$ cat src/dss_pkg.sv
// Shared types and constants for the dual stack shared store.
`timescale 1ns / 1ps
`default_nettype none
package dss_pkg;
    localparam int DEPTH       = 16;
    localparam int DATA_WIDTH  = 32;
    localparam int IDX_W       = $clog2(DEPTH);
    localparam int CNT_W       = $clog2(DEPTH + 1);
    localparam int CFG_W       = 5;
    localparam int QUEUE_DEPTH = 2;
    localparam int QPTR_W      = $clog2(QUEUE_DEPTH);
    localparam int QCNT_W      = $clog2(QUEUE_DEPTH + 1);

    typedef enum logic [2:0] {
        MODE_PUSH_A = 3'd0,
        MODE_POP_A  = 3'd1,
        MODE_VIEW_A = 3'd2,
        MODE_PUSH_B = 3'd3,
        MODE_POP_B  = 3'd4,
        MODE_VIEW_B = 3'd5
    } mode_t;

    typedef enum logic [1:0] {
        ST_OK       = 2'd0,
        ST_OVERFLOW = 2'd1,
        ST_EMPTY    = 2'd2
    } status_t;

    typedef enum logic [1:0] {
        OP_WRITE  = 2'd0,
        OP_STATUS = 2'd1,
        OP_WALK   = 2'd2
    } op_t;

    typedef enum logic {
        BK_IDLE = 1'b0,
        BK_WALK = 1'b1
    } back_state_t;

    typedef struct packed {
        op_t                    op;
        logic [IDX_W-1:0]       addr;
        logic [IDX_W-1:0]       stop;
        logic                   up;
        status_t                status;
        logic [DATA_WIDTH-1:0]  value;
    } cmd_t;
endpackage
`default_nettype wire

$ cat src/dss_front.sv
// Front end: accepts words, tracks both stack boundaries, issues commands.
`timescale 1ns / 1ps
`default_nettype none
module dss_front (
    input  wire logic                           clk,
    input  wire logic                           rst_n,
    input  wire logic                           start,
    input  wire logic [2:0]                     mode,
    input  wire logic [dss_pkg::DATA_WIDTH-1:0] push_value,
    input  wire logic                           cfg_valid,
    input  wire logic [dss_pkg::CFG_W-1:0]      cfg_data,
    input  wire logic                           q_full,
    output dss_pkg::cmd_t                       q_cmd,
    output logic                                q_push
);
    import dss_pkg::*;

    logic [CNT_W-1:0] cap_reg, cap_next;
    logic [CNT_W-1:0] count_a_reg, count_a_next;
    logic [CNT_W-1:0] base_b_reg, base_b_next;
    logic [CNT_W-1:0] cfg_ext;
    logic             take;
    logic             known;

    assign take    = start && !q_full;
    assign cfg_ext = CNT_W'(cfg_data);

    always_comb
    begin
        cap_next     = cap_reg;
        count_a_next = count_a_reg;
        base_b_next  = base_b_reg;
        known        = 1'b1;
        q_cmd.op     = OP_STATUS;
        q_cmd.addr   = '0;
        q_cmd.stop   = '0;
        q_cmd.up     = 1'b0;
        q_cmd.status = ST_OK;
        q_cmd.value  = push_value;
        unique case (mode)
            MODE_PUSH_A:
            begin
                if (count_a_reg >= base_b_reg)
                begin
                    q_cmd.status = ST_OVERFLOW;
                end
                else
                begin
                    q_cmd.op     = OP_WRITE;
                    q_cmd.addr   = count_a_reg[IDX_W-1:0];
                    count_a_next = count_a_reg + 1'b1;
                end
            end
            MODE_POP_A:
            begin
                if (count_a_reg == '0)
                begin
                    q_cmd.status = ST_EMPTY;
                end
                else
                begin
                    q_cmd.op     = OP_WALK;
                    q_cmd.addr   = count_a_next[IDX_W-1:0];
                    q_cmd.stop   = count_a_next[IDX_W-1:0];
                    count_a_next = count_a_reg - 1'b1;
                    q_cmd.addr   = count_a_next[IDX_W-1:0];
                    q_cmd.stop   = count_a_next[IDX_W-1:0];
                end
            end
            MODE_VIEW_A:
            begin
                if (count_a_reg == '0)
                begin
                    q_cmd.status = ST_EMPTY;
                end
                else
                begin
                    q_cmd.op   = OP_WALK;
                    q_cmd.addr = IDX_W'(count_a_reg - 1'b1);
                    q_cmd.stop = '0;
                end
            end
            MODE_PUSH_B:
            begin
                if (base_b_reg <= count_a_reg || base_b_reg == '0)
                begin
                    q_cmd.status = ST_OVERFLOW;
                end
                else
                begin
                    q_cmd.op    = OP_WRITE;
                    base_b_next = base_b_reg - 1'b1;
                    q_cmd.addr  = base_b_next[IDX_W-1:0];
                end
            end
            MODE_POP_B:
            begin
                if (base_b_reg >= cap_reg)
                begin
                    q_cmd.status = ST_EMPTY;
                end
                else
                begin
                    q_cmd.op    = OP_WALK;
                    q_cmd.addr  = base_b_reg[IDX_W-1:0];
                    q_cmd.stop  = base_b_reg[IDX_W-1:0];
                    q_cmd.up    = 1'b1;
                    base_b_next = base_b_reg + 1'b1;
                end
            end
            MODE_VIEW_B:
            begin
                if (base_b_reg >= cap_reg)
                begin
                    q_cmd.status = ST_EMPTY;
                end
                else
                begin
                    q_cmd.op   = OP_WALK;
                    q_cmd.addr = base_b_reg[IDX_W-1:0];
                    q_cmd.stop = IDX_W'(cap_reg - 1'b1);
                    q_cmd.up   = 1'b1;
                end
            end
            default:
            begin
                known = 1'b0;
            end
        endcase
        q_push = take && known;
        if (!q_push)
        begin
            count_a_next = count_a_reg;
            base_b_next  = base_b_reg;
        end
        if (cfg_valid)
        begin
            priority if (cfg_ext == '0)
                cap_next = CNT_W'(1);
            else if (cfg_ext > CNT_W'(DEPTH))
                cap_next = CNT_W'(DEPTH);
            else
                cap_next = cfg_ext;
            count_a_next = '0;
            base_b_next  = cap_next;
        end
    end

    always_ff @(posedge clk or negedge rst_n)
    begin
        if (!rst_n)
        begin
            cap_reg     <= CNT_W'(DEPTH);
            count_a_reg <= '0;
            base_b_reg  <= CNT_W'(DEPTH);
        end
        else
        begin
            cap_reg     <= cap_next;
            count_a_reg <= count_a_next;
            base_b_reg  <= base_b_next;
        end
    end
endmodule
`default_nettype wire

$ cat src/dss_queue.sv
// Short command queue between the front end and the back end.
`timescale 1ns / 1ps
`default_nettype none
module dss_queue (
    input  wire logic          clk,
    input  wire logic          rst_n,
    input  wire logic          push,
    input  wire dss_pkg::cmd_t push_cmd,
    input  wire logic          pop,
    output dss_pkg::cmd_t      head,
    output logic               empty,
    output logic               full
);
    import dss_pkg::*;

    cmd_t              slot_reg [QUEUE_DEPTH];
    logic [QPTR_W-1:0] wr_ptr_reg, wr_ptr_next;
    logic [QPTR_W-1:0] rd_ptr_reg, rd_ptr_next;
    logic [QCNT_W-1:0] cnt_reg, cnt_next;
    logic              do_push;
    logic              do_pop;

    assign empty   = (cnt_reg == '0);
    assign full    = (cnt_reg == QCNT_W'(QUEUE_DEPTH));
    assign head    = slot_reg[rd_ptr_reg];
    assign do_push = push && !full;
    assign do_pop  = pop && !empty;

    always_comb
    begin
        wr_ptr_next = wr_ptr_reg;
        rd_ptr_next = rd_ptr_reg;
        if (do_push)
            wr_ptr_next = (wr_ptr_reg == QPTR_W'(QUEUE_DEPTH - 1)) ? '0 : wr_ptr_reg + 1'b1;
        if (do_pop)
            rd_ptr_next = (rd_ptr_reg == QPTR_W'(QUEUE_DEPTH - 1)) ? '0 : rd_ptr_reg + 1'b1;
        cnt_next = cnt_reg + QCNT_W'(do_push) - QCNT_W'(do_pop);
    end

    always_ff @(posedge clk)
    begin
        if (do_push)
            slot_reg[wr_ptr_reg] <= push_cmd;
    end

    always_ff @(posedge clk or negedge rst_n)
    begin
        if (!rst_n)
        begin
            wr_ptr_reg <= '0;
            rd_ptr_reg <= '0;
            cnt_reg    <= '0;
        end
        else
        begin
            wr_ptr_reg <= wr_ptr_next;
            rd_ptr_reg <= rd_ptr_next;
            cnt_reg    <= cnt_next;
        end
    end
endmodule
`default_nettype wire

$ cat src/dss_back.sv
// Back end: owns the shared store, runs writes, reads and walks, drives results.
`timescale 1ns / 1ps
`default_nettype none
module dss_back (
    input  wire logic                           clk,
    input  wire logic                           rst_n,
    input  wire dss_pkg::cmd_t                  head,
    input  wire logic                           empty,
    output logic                                pop,
    output logic                                strobe,
    output logic [dss_pkg::DATA_WIDTH-1:0]      data,
    output logic [1:0]                          status,
    output logic                                last
);
    import dss_pkg::*;

    logic [DATA_WIDTH-1:0] mem [DEPTH];
    logic [DATA_WIDTH-1:0] mem_q_reg;

    back_state_t      state_reg, state_next;
    logic [IDX_W-1:0] addr_reg, addr_next;
    logic [IDX_W-1:0] stop_reg, stop_next;
    logic             up_reg, up_next;

    logic             strobe_reg, strobe_next;
    status_t          status_reg, status_next;
    logic             last_reg, last_next;
    logic             from_mem_reg, from_mem_next;

    logic             we;
    logic             re;
    logic [IDX_W-1:0] ra;
    logic [IDX_W-1:0] cur;
    logic [IDX_W-1:0] cur_stop;
    logic             cur_up;
    logic             walk_done;

    assign cur      = (state_reg == BK_WALK) ? addr_reg : head.addr;
    assign cur_stop = (state_reg == BK_WALK) ? stop_reg : head.stop;
    assign cur_up   = (state_reg == BK_WALK) ? up_reg : head.up;
    assign walk_done = (cur == cur_stop);

    always_comb
    begin
        state_next = state_reg;
        unique case (state_reg)
            BK_IDLE:
            begin
                if (!empty && head.op == OP_WALK && !walk_done)
                    state_next = BK_WALK;
            end
            BK_WALK:
            begin
                if (walk_done)
                    state_next = BK_IDLE;
            end
            default:
            begin
                state_next = BK_IDLE;
            end
        endcase
    end

    always_comb
    begin
        pop           = 1'b0;
        we            = 1'b0;
        re            = 1'b0;
        ra            = cur;
        strobe_next   = 1'b0;
        status_next   = ST_OK;
        last_next     = 1'b1;
        from_mem_next = 1'b0;
        addr_next     = addr_reg;
        stop_next     = stop_reg;
        up_next       = up_reg;
        unique case (state_reg)
            BK_IDLE:
            begin
                if (!empty)
                begin
                    pop         = 1'b1;
                    strobe_next = 1'b1;
                    unique case (head.op)
                        OP_WRITE:
                        begin
                            we = 1'b1;
                        end
                        OP_STATUS:
                        begin
                            status_next = head.status;
                        end
                        OP_WALK:
                        begin
                            re            = 1'b1;
                            from_mem_next = 1'b1;
                            last_next     = walk_done;
                        end
                        default:
                        begin
                            status_next = head.status;
                        end
                    endcase
                end
            end
            BK_WALK:
            begin
                re            = 1'b1;
                from_mem_next = 1'b1;
                strobe_next   = 1'b1;
                last_next     = walk_done;
            end
            default:
            begin
                re = 1'b0;
            end
        endcase
        if (re)
        begin
            addr_next = cur_up ? cur + 1'b1 : cur - 1'b1;
            stop_next = cur_stop;
            up_next   = cur_up;
        end
    end

    always_ff @(posedge clk)
    begin
        if (we)
            mem[head.addr] <= head.value;
        if (re)
            mem_q_reg <= mem[ra];
    end

    always_ff @(posedge clk)
    begin
        addr_reg <= addr_next;
        stop_reg <= stop_next;
        up_reg   <= up_next;
    end

    always_ff @(posedge clk or negedge rst_n)
    begin
        if (!rst_n)
        begin
            state_reg    <= BK_IDLE;
            strobe_reg   <= 1'b0;
            status_reg   <= ST_OK;
            last_reg     <= 1'b0;
            from_mem_reg <= 1'b0;
        end
        else
        begin
            state_reg    <= state_next;
            strobe_reg   <= strobe_next;
            status_reg   <= status_next;
            last_reg     <= last_next;
            from_mem_reg <= from_mem_next;
        end
    end

    assign strobe = strobe_reg;
    assign status = status_reg;
    assign last   = last_reg;
    assign data   = from_mem_reg ? mem_q_reg : '0;
endmodule
`default_nettype wire

$ cat src/dual_stack_shared_store.sv
// Top level of the dual stack shared store.
//
//   channel   handshake             word
//   input     start / busy          mode, push_value
//   config    cfg_valid / cfg_ready cfg_data (capacity)
//   result    strobe                data, status, last
//
// A view of n elements makes one store read each, and the back end pops no
// new command until it ends. With the queue empty, a taken word is first
// written into the queue and the back end then registers its result. A
// two-entry command queue lets the front take words while the back walks;
// busy is high while that queue is full. After reset both stacks are empty
// and capacity is the full store. Results cannot be stalled.
`timescale 1ns / 1ps
`default_nettype none
module dual_stack_shared_store (
    input  wire logic                                  clk,
    input  wire logic                                  rst_n,
    input  wire logic                                  start,
    output logic                                       busy,
    input  wire logic [2:0]                            mode,
    input  wire logic signed [dss_pkg::DATA_WIDTH-1:0] push_value,
    input  wire logic                                  cfg_valid,
    output logic                                       cfg_ready,
    input  wire logic [dss_pkg::CFG_W-1:0]             cfg_data,
    output logic                                       strobe,
    output logic signed [dss_pkg::DATA_WIDTH-1:0]      data,
    output logic [1:0]                                 status,
    output logic                                       last
);
    import dss_pkg::*;

    cmd_t                  q_cmd;
    cmd_t                  q_head;
    logic                  q_push;
    logic                  q_pop;
    logic                  q_empty;
    logic                  q_full;
    logic [DATA_WIDTH-1:0] data_w;

    assign busy      = q_full;
    assign cfg_ready = 1'b1;
    assign data      = data_w;

    dss_front u_front (
        .clk        (clk),
        .rst_n      (rst_n),
        .start      (start),
        .mode       (mode),
        .push_value (push_value),
        .cfg_valid  (cfg_valid),
        .cfg_data   (cfg_data),
        .q_full     (q_full),
        .q_cmd      (q_cmd),
        .q_push     (q_push)
    );

    dss_queue u_queue (
        .clk      (clk),
        .rst_n    (rst_n),
        .push     (q_push),
        .push_cmd (q_cmd),
        .pop      (q_pop),
        .head     (q_head),
        .empty    (q_empty),
        .full     (q_full)
    );

    dss_back u_back (
        .clk    (clk),
        .rst_n  (rst_n),
        .head   (q_head),
        .empty  (q_empty),
        .pop    (q_pop),
        .strobe (strobe),
        .data   (data_w),
        .status (status),
        .last   (last)
    );
endmodule
`default_nettype wire

$ cat config.mk
export PLATFORM = sky130hd
export DESIGN_NAME = dual_stack_shared_store
export DESIGN_NICKNAME = d
export VERILOG_FILES = /design/src/dss_pkg.sv /design/src/dss_front.sv /design/src/dss_queue.sv /design/src/dss_back.sv /design/src/dual_stack_shared_store.sv
export SDC_FILE = /design/constraint.sdc
export NUM_CORES = 1
export LEC_CHECK = 0
export BUFFER_PORTS_ARGS = -buffer_cell sky130_fd_sc_hd__buf_2
export CORE_AREA = 2 2 227 229
export DETAILED_ROUTE_END_ITERATION = 12
export DIE_AREA = 0 0 229 231
export GPL_ROUTABILITY_DRIVEN = 0
export PLACE_DENSITY = 0.71
export REMOVE_ABC_BUFFERS = 1
export SLEW_MARGIN = 25
export SYNTH_ARGS = -nofsm -noshare
export SYNTH_HDL_FRONTEND = slang
export SYNTH_SLANG_ARGS = --single-unit
export TNS_END_PERCENT = 10
$ cat constraint.sdc
create_clock -name clk -period 5.7 [get_ports clk]
set_clock_uncertainty 0.2 [all_clocks]
set_input_delay 1.14 -clock clk [delete_from_list [all_inputs] [get_ports clk]]
set_output_delay 1.14 -clock clk [all_outputs]
set_load 0.05 [all_outputs]
### Word-level counts from Yosys, hierarchy flattened

Memories as Yosys holds them, arrays and structs flattened. A register that Yosys moved wholly into a read port is not among the register bits.
Cells that the tools add are included.

| storage, ports and cells | value |
|---|---|
| bits of input ports | 44 |
| bits in latches | 0 |
| bits in read-only memories | 0 |
| memories kept | 2 |
| memory bits (writable) | 602 |
| flip-flop bits (word level) | 34 |
| word-level logic and storage cells | 125 |
| output and inout port bits | 38 |

| operators by class | value |
|---|---|
| shift operators | 0 |
| multiply operators | 0 |
| $add $sub $neg | 11 |
| reductions and logical operators | 25 |
| bitwise operators | 1 |
| multiplexer cells | 56 |
| $lt $le $gt $ge | 4 |
| eq/ne operators | 12 |
| divide/modulo/power cells | 0 |

Memories:

| memory | depth | width | read ports | clocked after memory_dff | wr ports | line | source |
|---|---|---|---|---|---|---|---|
| u_back.mem | 16 | 32 | 1 | 1 | 1 | dss_back.sv:17 | `logic [DATA_WIDTH-1:0] mem [DEPTH];` |
| u_queue.slot_reg | 2 | 45 | 1 | 0 | 1 | dss_queue.sv:16 | `cmd_t slot_reg [QUEUE_DEPTH];` |

Operators with widths:

| operator | number |
|---|---|
| 2-to-1 mux 5 bit | 12 |
| one-hot mux 6 bit (6 select lines) | 1 |
| 2-to-1 mux 32 bit | 1 |
| 2-to-1 mux 11 bit | 2 |
| 2-to-1 mux 1 bit | 21 |
| 2-to-1 mux 10 bit | 2 |
| one-hot mux 5 bit (2 select lines) | 2 |
| one-hot mux 4 bit (4 select lines) | 1 |
| logical NOT 5 bit | 3 |
| 2-to-1 mux 4 bit | 3 |
| inequality test 3 bit (second input constant) | 4 |
| adder 5 x 1 -> 5 bit (second input constant) | 2 |
| greater-or-equal comparator 5 bit | 2 |
| 2-to-1 mux 2 bit | 5 |
| one-hot mux 1 bit (2 select lines) | 5 |
| subtractor 5 x 1 -> 5 bit (second input constant) | 2 |
| one-hot mux 2 bit (4 select lines) | 1 |
| AND reduction 4 bit | 2 |
| subtractor 4 x 1 -> 4 bit (second input constant) | 2 |
| == test 3 x 2 -> 1 bit (second input constant) | 2 |
| == test 3 bit (second input constant) | 2 |
| logical AND 1 bit | 6 |
| nonzero test 3 bit | 2 |
| OR reduction 2 bit | 3 |
| 16 further kinds | 21 |

### Longest topological paths before layout

| logic depth | value |
|---|---|
| word-level depth | 7 |
| depth in mapped cells | 10 |
| depth with buffers taken out | 9 |

### By module

A second synthesis with hierarchy kept.

| second synthesis, totals | value |
|---|---|
| cell total of the unflattened synthesis | 1528 |
| area, all modules | 26897.0 um^2 |

Modules (own cells, without submodules):

| module | area an instance (um^2) | instances | seq. area each (um^2) | cells each |
|---|---|---|---|---|
| dss_back | 21373.0 | 1 | 16756.1 | 1140 |
| dss_queue | 3644.7 | 1 | 2802.7 | 158 |
| dss_front | 1868.0 | 1 | 377.9 | 228 |
| dual_stack_shared_store | 11.3 | 1 | 0.0 | 2 |

### Worst setup path after synthesis

No wires, ideal clock.

| timing | value |
|---|---|
| path kind | input -> register |
| start point | input port mode[2] |
| end point | memory u_queue.slot_reg[0][0] (netlist name), enable pin |
| required time | 5.052 ns |
| setup slack | 1.591 ns |
| stages | 4 |
| setup time | 0.448 ns |
| data arrival time | 3.461 ns |
| cell sequence | clkbuf_1 > nand2_1 > nand3_2 > nor2_1 |

| between the ends | value |
|---|---|
| longest elaborated chain between the ends | 7 |
| elaborated cells on any way between the ends | 12 |

Ends and longest elaborated chain:

| item | line | source |
|---|---|---|
| start: declaration | dual_stack_shared_store.sv:21 | `input wire logic [2:0] mode,` |
| == test 3 x 1 -> 1 bit (tied with other cells) | dss_front.sv:40 | `unique case (mode)` |
| OR reduction 6 bit (no line) (*) | - |  |
| 2-to-1 mux 1 bit (*) | dss_front.sv:40 |  |
| logical AND 1 bit (*) | dss_front.sv:130 | `q_push = take && known;` |
| logical AND 1 bit (*) | dss_queue.sv:26 | `assign do_push = push && !full;` |
| 2-to-1 mux 1 bit (*) | dss_queue.sv:42 | `if (do_push)` |
| 2-to-1 mux 1 bit (implied by the code) (*) | dss_queue.sv:43 | `slot_reg[wr_ptr_reg] <= push_cmd;` |
| end: declaration | dss_queue.sv:16 |  |

Every way passes the cells marked *; elsewhere a longest branch is shown, timed or not.

### Worst setup path in the final report

| timing | value |
|---|---|
| start point | register u_back.state_reg |
| end point | memory u_back.mem[7][22], enable pin |

| between the ends | value |
|---|---|
| longest elaborated chain between the ends | 3 |

Ends and longest elaborated chain:

| item | line | source |
|---|---|---|
| start: declaration | dss_back.sv:20 | `back_state_t state_reg, state_next;` |
| start signal: assignment | dss_back.sv:153 | `state_reg <= state_next;` |
| 2-to-1 mux 1 bit | dss_back.sv:77 | `unique case (state_reg)` |
| 2-to-1 mux 1 bit | dss_back.sv:128 | `if (we)` |
| 2-to-1 mux 1 bit (implied by the code) | dss_back.sv:129 | `mem[head.addr] <= head.value;` |
| end: declaration | dss_back.sv:17 |  |

No other way between the ends.

==> summary.md <==
| Metric | Value |
|---|---|
| First-pass GRT wire length | 88.9 mm |
| P per Cell Area | 556 nW/µm² |
| Slew margin rel. | 27.4% |
| CTS root buffer | clkbuf_16 |
| Reg2reg start | u_back.state_reg |
| Clock Path Buffers | 3 |
| Number of global-route vias before repair | 15100 |
| Hold Crit Start | u_front.cap_reg[4] |
| Worst skew pair latency | 0.60 ns |
| Gr busiest metal | met2 |
| RSZ-0062 raised after global routing | false |
| Library cells used by synthesis | 57 |
| Placement Cell Area | 28800 µm² |
| Status | finished, final reports clean |
| Antenna diode count | 0 |
| # clock sinks | 668 |
| Worst-path clk slew | 0.06 ns |
| Site Rows | 83 |
| Number of port buffers | 80 |
| Htree depth | 3 |
| Number of synthesized flops with an enable pin | 643 |
| GR Overflow Total | 0 |
| Hold EP | u_front.cap_reg[4] |
| Total die area | 52900 µm² |
| Min Tclk post-route | 3.76 ns |
| Switching power | 6100 µW |
| Synth warn | 0 |
| Pre-Repair DR Iteration Count | 5 |
| DRT Wirelength | 58.3 mm |
| Worst reg-to-reg path cell count | 5 |
| GRT met1 Usage | 30.8% |
| Internal power | 11100 µW |
| Final instance area | 31000 µm² |
| Final hold violation count | 0 |
| Detailed-route wire length per cell | 23.0 µm |
| Worst min path class | reg -> reg |
| Initial antenna violation count | 0 |
| Num CTS Buffers | 67 |
| VDD IR-drop max | 0.501 mV |
| Layout Nets | 1877 |
| I/O pin count | 82 |
| CTS resizes | 0 |
| Comb pwr share | 36.5% |
| Crit path arrival time | 3.80 ns |
| Switching Share | 35.4% |
| All-layer global routing usage | 22.3% |
| Global Route met3 Usage | 3.20% |
| Vias/cell | 5.88 |
| Hold Crit Depth | 2 |
| Worst Setup End Kind | flip-flop |
| Post-synthesis sequential area ratio | 72.5% |
| Final worst setup slack | 1.94 ns |
| Vias | 14900 |
| Worst Setup Start Kind | flip-flop |
| Area grow syn2layout | 12.7% |
| Req. time, crit path | 5.74 ns |
| RR Endpoint | u_back.mem[7][22] |
| Pin count of the biggest net entering global routing | 101 |
| Sequential share of power | 38.3% |
| Dominant synthesized flop cell | edfxtp_1 |
| CP Max Fanout | 20 |
| Max reg flops | 512 |
| Drc violations | 0 |
| Layout cells sized above 1 | 15.1% |
| LEAKAGE | 0.0114 µW |
| Final setup vio count | 0 |
| ANT nets after route | 0 |
| Worst-margin pin slew | 1.09 ns |
| Setup Buffers After CTS | 0 |
| DRT iter0 DRCs | 1338 |
| Mapped cell area | 27500 µm² |
| Floorplan Core Area | 50700 µm² |
| Post-place setup slack | 1.95 ns |
| Hold buffers post-CTS | 0 |
| Hold WS | 0.334 ns |
| Post-synth ARST share | 3.74% |
| Clock share of power | 25.2% |
| R2R Setup Slk | 1.94 ns |
| Synth Area per Inst | 16.0 µm² |
| FF+latch count, synth | 668 |
| Die height | 231 µm |
| Post-DP HPWL | 32.1 mm |
| Die width | 229 µm |
| Final Max Slew Viols | 0 |
| Met2 Use GR | 37.0% |
| Final period util | 65.9% |
| TritonCTS clock tree | built |
| Final core occ | 61.2% |
| Cells after Synth | 1720 |
| Max-cap violation count | 0 |
| Initial core utilization | 54.3% |
| Fmax | 266 MHz |
| WS Path Type | reg -> reg |
power by group through the flow:
stage                     clock network (µW)  registers (µW)  logic [µW]
after CTS                               4410            6600        6310
after global placement                     0            6690        6140
after global routing                    4610            6630        6780
final                                   4350            6600        6290
after detailed placement                   0            6700        6280
after floorplan                            0            6690        4980
synthesized netlist by cell type (all sizes together), types with 4 or more instances:
cell / n / area (µm²)
or3: 4 / 25.0
o21ai: 30 / 154
nand4: 4 / 25.0
ha: 21 / 263
inv: 27 / 101
nand2: 177 / 664
o2111ai: 32 / 280
nand3b: 39 / 293
nor2b: 6 / 37.5
mux2: 34 / 383
a21oi: 18 / 97.6
and2: 32 / 200
nor2: 46 / 173
clkbuf: 43 / 161
o211ai: 34 / 255
a22oi: 8 / 65.1
nor3b: 4 / 35.0
xnor2: 14 / 123
nor3: 11 / 55.1
mux2i: 333 / 3330
dfrtp: 23 / 576
xor2: 9 / 78.8
buf: 51 / 269
edfxtp: 643 / 19300
nand3: 44 / 225
per-layer routing:
layer	up-vias	part of all wire, %
li1	6752	-
met1	7577	43
met2	501	49
met3	96	5.9
met4	0	2.2
met5	-	0
metrics by stage:
step	setup TNS, ns	std cells	total power, µW
final	0	2538	17200
after global routing	0	2538	18000
after CTS	0	2536	17300
after detailed placement	0	2420	13000
after global placement	0	2420	12800
after floorplan	-139.59	1626	11700
logic make-up (layout without fill, tap and decap cells):
group           Yosys count  after routing  share of synthesized area (%)
flops                   668            668                           72.5
mux                     367            367                           13.5
simple gates            377            377                           6.61
other cells               1              1                         0.0136
compound gates          141            141                           3.72
xor+xnor                 23             23                          0.732
buf+inv                 121            259                           1.93
fa+ha+maj                22             22                           1.03
final cells by class:
cell class / instances / area (µm²)
Timing Repair Buffer: 116 / 716
Tap cell: 680 / 851
Clock inverter: 38 / 390
Multi-Input combinational cell: 931 / 7210
Fill cell: 3717 / 19700
Clock buffer: 78 / 1780
Inverter: 27 / 116
Sequential cell: 668 / 19900
cell usage in the layout (no fill, tap or decap), types with 33 or more instances in the layout:
cell	count
mux2i_1	333
mux2_2	34
buf_2	80
edfxtp_1	643
clkbuf_16	69
nand2_1	177
o211ai_1	34
buf_4	33
nand3b_1	39
nand3_1	43
worst max-delay path: stages (launching register included):
cell and delay [ns]:
dfrtp_1 0.68, or2_2 0.49, nor2_1 0.27, nand3_1 0.39, nor2_4 0.85, buf_4 0.52
worst max-delay path by stage:
stage	endpoint	depth (start not counted)	startpoint	slack [ns]
floorplan	u_back.addr_reg[3]	7	u_queue.rd_ptr_reg	-3.97
global placement	u_back.mem_q_reg[11]	8	u_queue.rd_ptr_reg	2.02
detailed placement	u_back.mem_q_reg[11]	8	u_queue.rd_ptr_reg	1.95
CTS	u_back.mem[7][17]	5	u_back.state_reg	1.94
global route	u_back.mem[7][16]	5	u_back.state_reg	1.75
finish	u_back.mem[7][22]	5	u_back.state_reg	1.94
No activity file was read; power rests on OpenSTA's default activity.
